[config.mk]
export PLATFORM = sky130hd
export DESIGN_NAME = sorted_priority_queue_core
export DESIGN_NICKNAME = d
export VERILOG_FILES = /design/src/rtl/core/spq_pkg.sv /design/src/rtl/core/sorted_priority_queue_core.sv /design/src/rtl/core/spq_slot.sv
export VERILOG_INCLUDE_DIRS = /design/src /design/src/rtl/core
export SDC_FILE = /design/constraint.sdc
export NUM_CORES = 2
export LEC_CHECK = 0
export ABC_AREA = 1
export ABC_CLOCK_PERIOD_IN_PS = 5100
export BUFFER_PORTS_ARGS = -buffer_cell sky130_fd_sc_hd__buf_4
export CAP_MARGIN = 20
export CORE_AREA = 2 2 319 321
export DETAILED_ROUTE_END_ITERATION = 7
export DIE_AREA = 0 0 321 323
export GPL_TIMING_DRIVEN = 0
export PLACE_DENSITY = 0.73
export SLEW_MARGIN = 5
export SYNTH_ARGS = -nofsm -noshare
export SYNTH_HDL_FRONTEND = slang
export SYNTH_HIERARCHICAL = 1
export SYNTH_SLANG_ARGS = --single-unit
[constraint.sdc]
create_clock -name i_clk -period 5.1 [get_ports i_clk]
set_clock_uncertainty 0.05 [all_clocks]
set_input_delay 0.255 -clock i_clk [delete_from_list [all_inputs] [get_ports i_clk]]
set_output_delay 0.255 -clock i_clk [all_outputs]
set_load 0.02 [all_outputs]
[src/rtl/core/sorted_priority_queue_core_macros.svh]
// Assertion macros for the sorted priority queue core.
// Each check samples on the rising edge of i_clk in the module that uses it.
`ifndef SORTED_PRIORITY_QUEUE_CORE_MACROS_SVH
`define SORTED_PRIORITY_QUEUE_CORE_MACROS_SVH
`ifndef SYNTHESIS
// Check that is switched off while reset is held.
`define SPQ_ASSERT(label, prop, msg) \
    label: assert property (@(posedge i_clk) disable iff (!i_rst_n) (prop)) else $error(msg);
// Check that holds through reset as well.
`define SPQ_ASSERT_ALWAYS(label, prop, msg) \
    label: assert property (@(posedge i_clk) (prop)) else $error(msg);
`else
`define SPQ_ASSERT(label, prop, msg)
`define SPQ_ASSERT_ALWAYS(label, prop, msg)
`endif
`endif

[src/rtl/core/spq_pkg.sv]
`default_nettype none

package spq_pkg;

    // Payload widths of one beat.
    localparam int VALUE_W = 32;
    localparam int RANK_W  = 16;
    localparam int OCC_W   = 5;

    // Operation carried by an input beat.
    typedef enum logic {
        KIND_INSERT = 1'b0,
        KIND_REMOVE = 1'b1
    } t_kind;

    // Result status of an output beat.
    typedef enum logic [1:0] {
        ST_INSERTED = 2'd0,
        ST_REMOVED  = 2'd1,
        ST_EMPTY    = 2'd2,
        ST_FULL     = 2'd3
    } t_status;

    // Shift commands broadcast to every slot.
    typedef struct packed {
        logic shift_in;
        logic shift_out;
    } t_slot_ctrl;

endpackage

`default_nettype wire

[src/rtl/core/sorted_priority_queue_core.sv]
// Sorted priority queue core.
// Input channel (i_in_valid / o_in_ready) carries one operation per beat:
// i_kind selects insert or remove, i_item_value and i_item_rank give the
// entry on insert. Output channel (o_out_valid / i_out_ready) returns one
// beat per operation with o_status, the removed entry and o_occupancy.
// Entries are kept in a row of slot registers sorted by descending rank;
// equal ranks leave in arrival order. Every slot compares its rank with the
// incoming one in parallel, and the whole row shifts at once.
// Throughput: one operation per cycle while the receiver keeps up. A beat
// passes from the input register to the result register once that is free.
// When the receiver stalls, the result register holds its beat, the input
// register takes one more beat, and then o_in_ready drops.
// Reset empties the queue and clears both valid flags; slot contents are
// left as they are and are not visible until written.
`default_nettype none

`include "sorted_priority_queue_core_macros.svh"

module sorted_priority_queue_core #(
    parameter int CAPACITY = 16
) (
    input  wire                              i_clk,
    input  wire                              i_rst_n,
    input  wire                              i_in_valid,
    output logic                             o_in_ready,
    input  wire                              i_kind,
    input  wire  signed [spq_pkg::VALUE_W-1:0] i_item_value,
    input  wire  [spq_pkg::RANK_W-1:0]       i_item_rank,
    output logic                             o_out_valid,
    input  wire                              i_out_ready,
    output logic [1:0]                       o_status,
    output logic signed [spq_pkg::VALUE_W-1:0] o_popped_value,
    output logic [spq_pkg::RANK_W-1:0]       o_popped_rank,
    output logic [spq_pkg::OCC_W-1:0]        o_occupancy
);

    localparam int FW      = $clog2(CAPACITY + 1);
    localparam int OccExtW = (FW > spq_pkg::OCC_W) ? FW : spq_pkg::OCC_W;

    // Input register.
    logic                        r_in_valid;
    spq_pkg::t_kind              r_in_kind;
    logic [spq_pkg::VALUE_W-1:0] r_in_value;
    logic [spq_pkg::RANK_W-1:0]  r_in_rank;

    // Result register.
    logic                        r_out_valid;
    spq_pkg::t_status            r_out_status;
    logic [spq_pkg::VALUE_W-1:0] r_out_value;
    logic [spq_pkg::RANK_W-1:0]  r_out_rank;
    logic [spq_pkg::OCC_W-1:0]   r_out_occ;

    // Queue state.
    logic [FW-1:0]               r_fill;
    logic [FW-1:0]               n_fill;

    logic                        w_advance;
    logic                        w_full;
    logic                        w_empty;
    spq_pkg::t_slot_ctrl         w_ctrl;
    spq_pkg::t_status            n_status;
    logic [spq_pkg::VALUE_W-1:0] n_pop_value;
    logic [spq_pkg::RANK_W-1:0]  n_pop_rank;
    logic [OccExtW-1:0]          w_occ_ext;

    logic [spq_pkg::VALUE_W-1:0] w_value [CAPACITY];
    logic [spq_pkg::RANK_W-1:0]  w_rank  [CAPACITY];
    logic                        w_ge    [CAPACITY];

    // The input register moves on whenever the result register is free or being emptied.
    assign w_advance  = r_in_valid && (!r_out_valid || i_out_ready);
    assign o_in_ready = !r_in_valid || w_advance;

    always_ff @(posedge i_clk) begin
        if (!i_rst_n) begin
            r_in_valid <= 1'b0;
        end else if (o_in_ready) begin
            r_in_valid <= i_in_valid;
        end
    end

    always_ff @(posedge i_clk) begin
        if (o_in_ready && i_in_valid) begin
            r_in_kind  <= spq_pkg::t_kind'(i_kind);
            r_in_value <= i_item_value;
            r_in_rank  <= i_item_rank;
        end
    end

    // Shift commands for the slot row.
    assign w_full  = (r_fill == FW'(CAPACITY));
    assign w_empty = (r_fill == '0);

    always_comb begin
        w_ctrl.shift_in  = w_advance && (r_in_kind == spq_pkg::KIND_INSERT) && !w_full;
        w_ctrl.shift_out = w_advance && (r_in_kind == spq_pkg::KIND_REMOVE) && !w_empty;
    end

    // Slot row, front at index zero.
    for (genvar k = 0; k < CAPACITY; k++) begin : g_slot
        logic                        w_prev_ge;
        logic [spq_pkg::VALUE_W-1:0] w_prev_value;
        logic [spq_pkg::RANK_W-1:0]  w_prev_rank;
        logic [spq_pkg::VALUE_W-1:0] w_next_value;
        logic [spq_pkg::RANK_W-1:0]  w_next_rank;

        if (k == 0) begin : g_front
            assign w_prev_ge    = 1'b1;
            assign w_prev_value = r_in_value;
            assign w_prev_rank  = r_in_rank;
        end else begin : g_inner
            assign w_prev_ge    = w_ge[k-1];
            assign w_prev_value = w_value[k-1];
            assign w_prev_rank  = w_rank[k-1];
        end

        if (k == CAPACITY - 1) begin : g_back
            assign w_next_value = w_value[k];
            assign w_next_rank  = w_rank[k];
        end else begin : g_body
            assign w_next_value = w_value[k+1];
            assign w_next_rank  = w_rank[k+1];
        end

        spq_slot u_slot (
            .i_clk        (i_clk),
            .i_ctrl       (w_ctrl),
            .i_in_use     (r_fill > FW'(k)),
            .i_new_value  (r_in_value),
            .i_new_rank   (r_in_rank),
            .i_prev_ge    (w_prev_ge),
            .i_prev_value (w_prev_value),
            .i_prev_rank  (w_prev_rank),
            .i_next_value (w_next_value),
            .i_next_rank  (w_next_rank),
            .o_ge         (w_ge[k]),
            .o_value      (w_value[k]),
            .o_rank       (w_rank[k])
        );
    end

    // Fill level and result of the operation in the input register.
    always_comb begin
        n_fill      = r_fill;
        n_pop_value = '0;
        n_pop_rank  = '0;
        if (w_ctrl.shift_in) begin
            n_fill = r_fill + 1'b1;
        end else if (w_ctrl.shift_out) begin
            n_fill = r_fill - 1'b1;
        end
        if (r_in_kind == spq_pkg::KIND_INSERT) begin
            n_status = w_full ? spq_pkg::ST_FULL : spq_pkg::ST_INSERTED;
        end else begin
            n_status = w_empty ? spq_pkg::ST_EMPTY : spq_pkg::ST_REMOVED;
            if (!w_empty) begin
                n_pop_value = w_value[0];
                n_pop_rank  = w_rank[0];
            end
        end
    end

    // Occupancy is reported modulo the output width.
    assign w_occ_ext = OccExtW'(n_fill);

    always_ff @(posedge i_clk) begin
        if (!i_rst_n) begin
            r_fill <= '0;
        end else begin
            r_fill <= n_fill;
        end
    end

    // Result register holds its beat until the receiver takes it.
    always_ff @(posedge i_clk) begin
        if (!i_rst_n) begin
            r_out_valid <= 1'b0;
        end else if (w_advance) begin
            r_out_valid <= 1'b1;
        end else if (i_out_ready) begin
            r_out_valid <= 1'b0;
        end
    end

    always_ff @(posedge i_clk) begin
        if (w_advance) begin
            r_out_status <= n_status;
            r_out_value  <= n_pop_value;
            r_out_rank   <= n_pop_rank;
            r_out_occ    <= w_occ_ext[spq_pkg::OCC_W-1:0];
        end
    end

    assign o_out_valid    = r_out_valid;
    assign o_status       = r_out_status;
    assign o_popped_value = r_out_value;
    assign o_popped_rank  = r_out_rank;
    assign o_occupancy    = r_out_occ;

    // Checks on the queue state and the result path.
    `SPQ_ASSERT(a_fill_bound, r_fill <= FW'(CAPACITY), "fill level above capacity")
    `SPQ_ASSERT(a_fill_inc, w_ctrl.shift_in |=> (r_fill == $past(r_fill) + 1'b1), "insert lost")
    `SPQ_ASSERT(a_front_sorted, (r_fill >= FW'(2)) |-> (w_rank[0] >= w_rank[1]), "front unsorted")
    `SPQ_ASSERT(a_pop_zero, (o_out_valid && (o_status != spq_pkg::ST_REMOVED)) |-> ((o_popped_value == '0) && (o_popped_rank == '0)), "stray popped entry")

endmodule

`default_nettype wire

[src/rtl/core/spq_slot.sv]
`default_nettype none

module spq_slot (
    input  wire                              i_clk,
    input  wire spq_pkg::t_slot_ctrl         i_ctrl,
    input  wire                              i_in_use,
    input  wire  [spq_pkg::VALUE_W-1:0]      i_new_value,
    input  wire  [spq_pkg::RANK_W-1:0]       i_new_rank,
    input  wire                              i_prev_ge,
    input  wire  [spq_pkg::VALUE_W-1:0]      i_prev_value,
    input  wire  [spq_pkg::RANK_W-1:0]       i_prev_rank,
    input  wire  [spq_pkg::VALUE_W-1:0]      i_next_value,
    input  wire  [spq_pkg::RANK_W-1:0]       i_next_rank,
    output logic                             o_ge,
    output logic [spq_pkg::VALUE_W-1:0]      o_value,
    output logic [spq_pkg::RANK_W-1:0]       o_rank
);

    logic [spq_pkg::VALUE_W-1:0] r_value;
    logic [spq_pkg::RANK_W-1:0]  r_rank;
    logic [spq_pkg::VALUE_W-1:0] n_value;
    logic [spq_pkg::RANK_W-1:0]  n_rank;

    // A stored entry ranks ahead of the new one when its priority is not lower.
    assign o_ge    = i_in_use && (r_rank >= i_new_rank);
    assign o_value = r_value;
    assign o_rank  = r_rank;

    // On insert, slots past the insertion point take the neighbor toward the front; on remove, all take the next.
    always_comb begin
        n_value = r_value;
        n_rank  = r_rank;
        if (i_ctrl.shift_in) begin
            if (!o_ge) begin
                if (i_prev_ge) begin
                    n_value = i_new_value;
                    n_rank  = i_new_rank;
                end else begin
                    n_value = i_prev_value;
                    n_rank  = i_prev_rank;
                end
            end
        end else if (i_ctrl.shift_out) begin
            n_value = i_next_value;
            n_rank  = i_next_rank;
        end
    end

    // Entry storage needs no reset; slots past the fill level are never read.
    always_ff @(posedge i_clk) begin
        r_value <= n_value;
        r_rank  <= n_rank;
    end

endmodule

`default_nettype wire
==> results.cfg <==
[min_path]
hold_class = in2reg

[timing]
worst_pin_slew_ps = 1180
fin_crit_ps = 3920
slew_viol_final = 0
setup_violations = 0
finalCritPeriodShare_pct = 76.8
hold_viol = 0
max_freq_mhz = 255
slew_headroom_pct = 21.6
rsz0062_at_grt = false
fin_setup_tns_ps = 0

[worst_setup_path]
endpoint_kind = flop
arrival_ps = 4290
critical_path_buf_inv_count = 8
cp_cell_sequence = inv_1, ha_1, inv_1, nor3_2, nand2_2, nand2_1, inv_4, buf_16, inv_1, buf_4, buf_2, nand2_1, nand2_2, buf_12
cpMostUsedCell = inv_1
slowest_delay_ps = 470
crit_family = buffers and inverters
crit_fanout = 49
crit_slowest_cell = dfxtp_1
reg2reg_setup_slack_ps = 1180
crit_type = reg2reg
cp_data_required_time_ps = 5470
cp-start-kind = flop

[synthesis]
synth_area_um2 = 50800
avgSynthCellArea_um2 = 8.89
ys_warn_count = 6
syn_inst = 5708

[cts]
h-tree-depth = 3
cts_made_buffers = 96
clk_pin_slew_ps = 60
post_cts_buffers = 0
cts_tree = done
clock-root-buffer = clkbuf_16
clk_latency_ps = 690
clock_sinks = 879
post_cts_resized = 0
cts.path.max_buffers = 3

[die]
core-area_um2 = 101000
die_w_um = 321
die_area_um2 = 104000
dieHeight_um = 323
start_util_pct = 50.4
boundaryPins = 110
rows = 117

[grt]
grt_max_degree = 50
antenna_found_initial = 0
grt_pass1_wl_mm = 225
grt_pass1_vias = 42509
grt_usage_pct = 27.4
grt.overflow.total = 0

[placed_design]
gp_congestion = 0.868
port_buffers = 109
dpl.hpwl_mm = 108
place_area_um2 = 54300

[drt]
dr_total_vias = 42953
ant_nets = 0
postRouteWirelength_mm = 146
drt_pre_antenna_iters = 8
drc_errors = 0
vias_per_cell = 5.80
drt_iter0_markers = 5137
wl_per_cell_um = 19.7

[layout]
finalNetCount = 6335
seq_area_um2 = 26300
fin_area_um2 = 58000
drive_above_1_share_pct = 13.9
multiInputGateArea_um2 = 20700
synthToLayoutAreaGrowth_pct = 14.3
n_fill_cell = 8588

[status]
status = finished clean

[flow_run]
drv_cap = 0

[pwr]
peakVddDrop_mv = 0.260
power.density_nw_per_um2 = 314
cellLeakagePower_nw = 23.6
## final timing paths
| kind | start | to | cells after the start |
|---|---|---|---|
| worst max-delay path | r_fill[0]$_SDFF_PN0_ | g_slot[5].u_slot/o_value[13]$_DFFE_PP_ | 14 |
| worst min-delay path | i_item_value[27] | g_slot[0].w_prev_value[27]$_DFFE_PP_ | 2 |
| worst max register to register | r_fill[0]$_SDFF_PN0_ | g_slot[5].u_slot/o_value[13]$_DFFE_PP_ | 14 |
| worst min register to register | g_slot[15].u_slot/o_value[29]$_DFFE_PP_ | g_slot[14].u_slot/o_value[29]$_DFFE_PP_ | 2 |
## routing by layer
layer	share of wire [%]	vias to the layer above	track usage (%)
met1	42	20481	38.1
met2	47	2082	45.3
li1	-	20092	-
met3	8.9	298	3.31
met5	0	-	0
met4	2.4	0	7.91
## sequential cells by signal (all words and copies together), names as in the netlist
name	cells
o_status	2
g_slot.u_slot/o_value	512
g_slot.w_prev_rank	16
o_occupancy	5
o_popped_value	32
o_out_valid	1
r_in_valid	1
o_popped_rank	16
r_in_kind	1
r_fill	5
g_slot.u_slot/o_rank	256
g_slot.w_prev_value	32
## timing repair
action | 4_1_cts | 5_1_grt
hold buffers | 54 | 0
hold endpoints to repair | 56 | 0
endpoints found under the setup margin | 0 | 0
## layout by cell type, fill, tap and decap left out, types with 18 or more instances in the layout
master,count
buf_6,35
a21oi_1,117
buf_12,18
nand2_2,19
inv_1,418
o21ai_1,320
clkinv_2,18
clkinv_1,22
nand2_1,1123
ha_1,262
buf_4,142
buf_2,66
clkbuf_1,144
buf_8,45
clkbuf_16,96
nor2_2,321
o21ai_0,1253
dlygate4sd3_1,54
edfxtp_1,872
nor2_1,574
## area by class of cell
| class | count | share of cell area (%) |
|---|---|---|
| flip-flops and latches | 879 | 45.4 |
| multi-input cells | 4065 | 35.7 |
| clock buffers | 115 | 4.31 |
| repair buffers | 211 | 4.10 |
| plain buffers | 326 | 3.57 |
| inverters | 441 | 2.93 |
| well taps | 1309 | 2.82 |
| clock inverters | 61 | 1.20 |
| diodes | 1 | 0.00431 |
## metrics by stage
stage                     worst slack, ps  hold WS, ps  util (%)  cells  total power [mW]
after global routing                 1020          227      57.6   7407              18.8
after floorplan                       817          304         -   5711              10.2
after global placement              -2570          384      52.9   7129              10.9
after detailed placement             1280          384      53.9   7176              11.0
after CTS                            1260          211      57.6   7406              18.2
final                                1180          243      57.6   7408              18.2
## where the power goes
group | switching, mW | total (mW) | leakage (nW) | internal [mW]
Combinational | 1.39 | 2.14 | 13.9 | 0.749
Sequential | 0.385 | 8.86 | 8.15 | 8.48
Clock | 3.07 | 7.20 | 1.57 | 4.13
No activity file was read; power rests on OpenSTA's default activity.
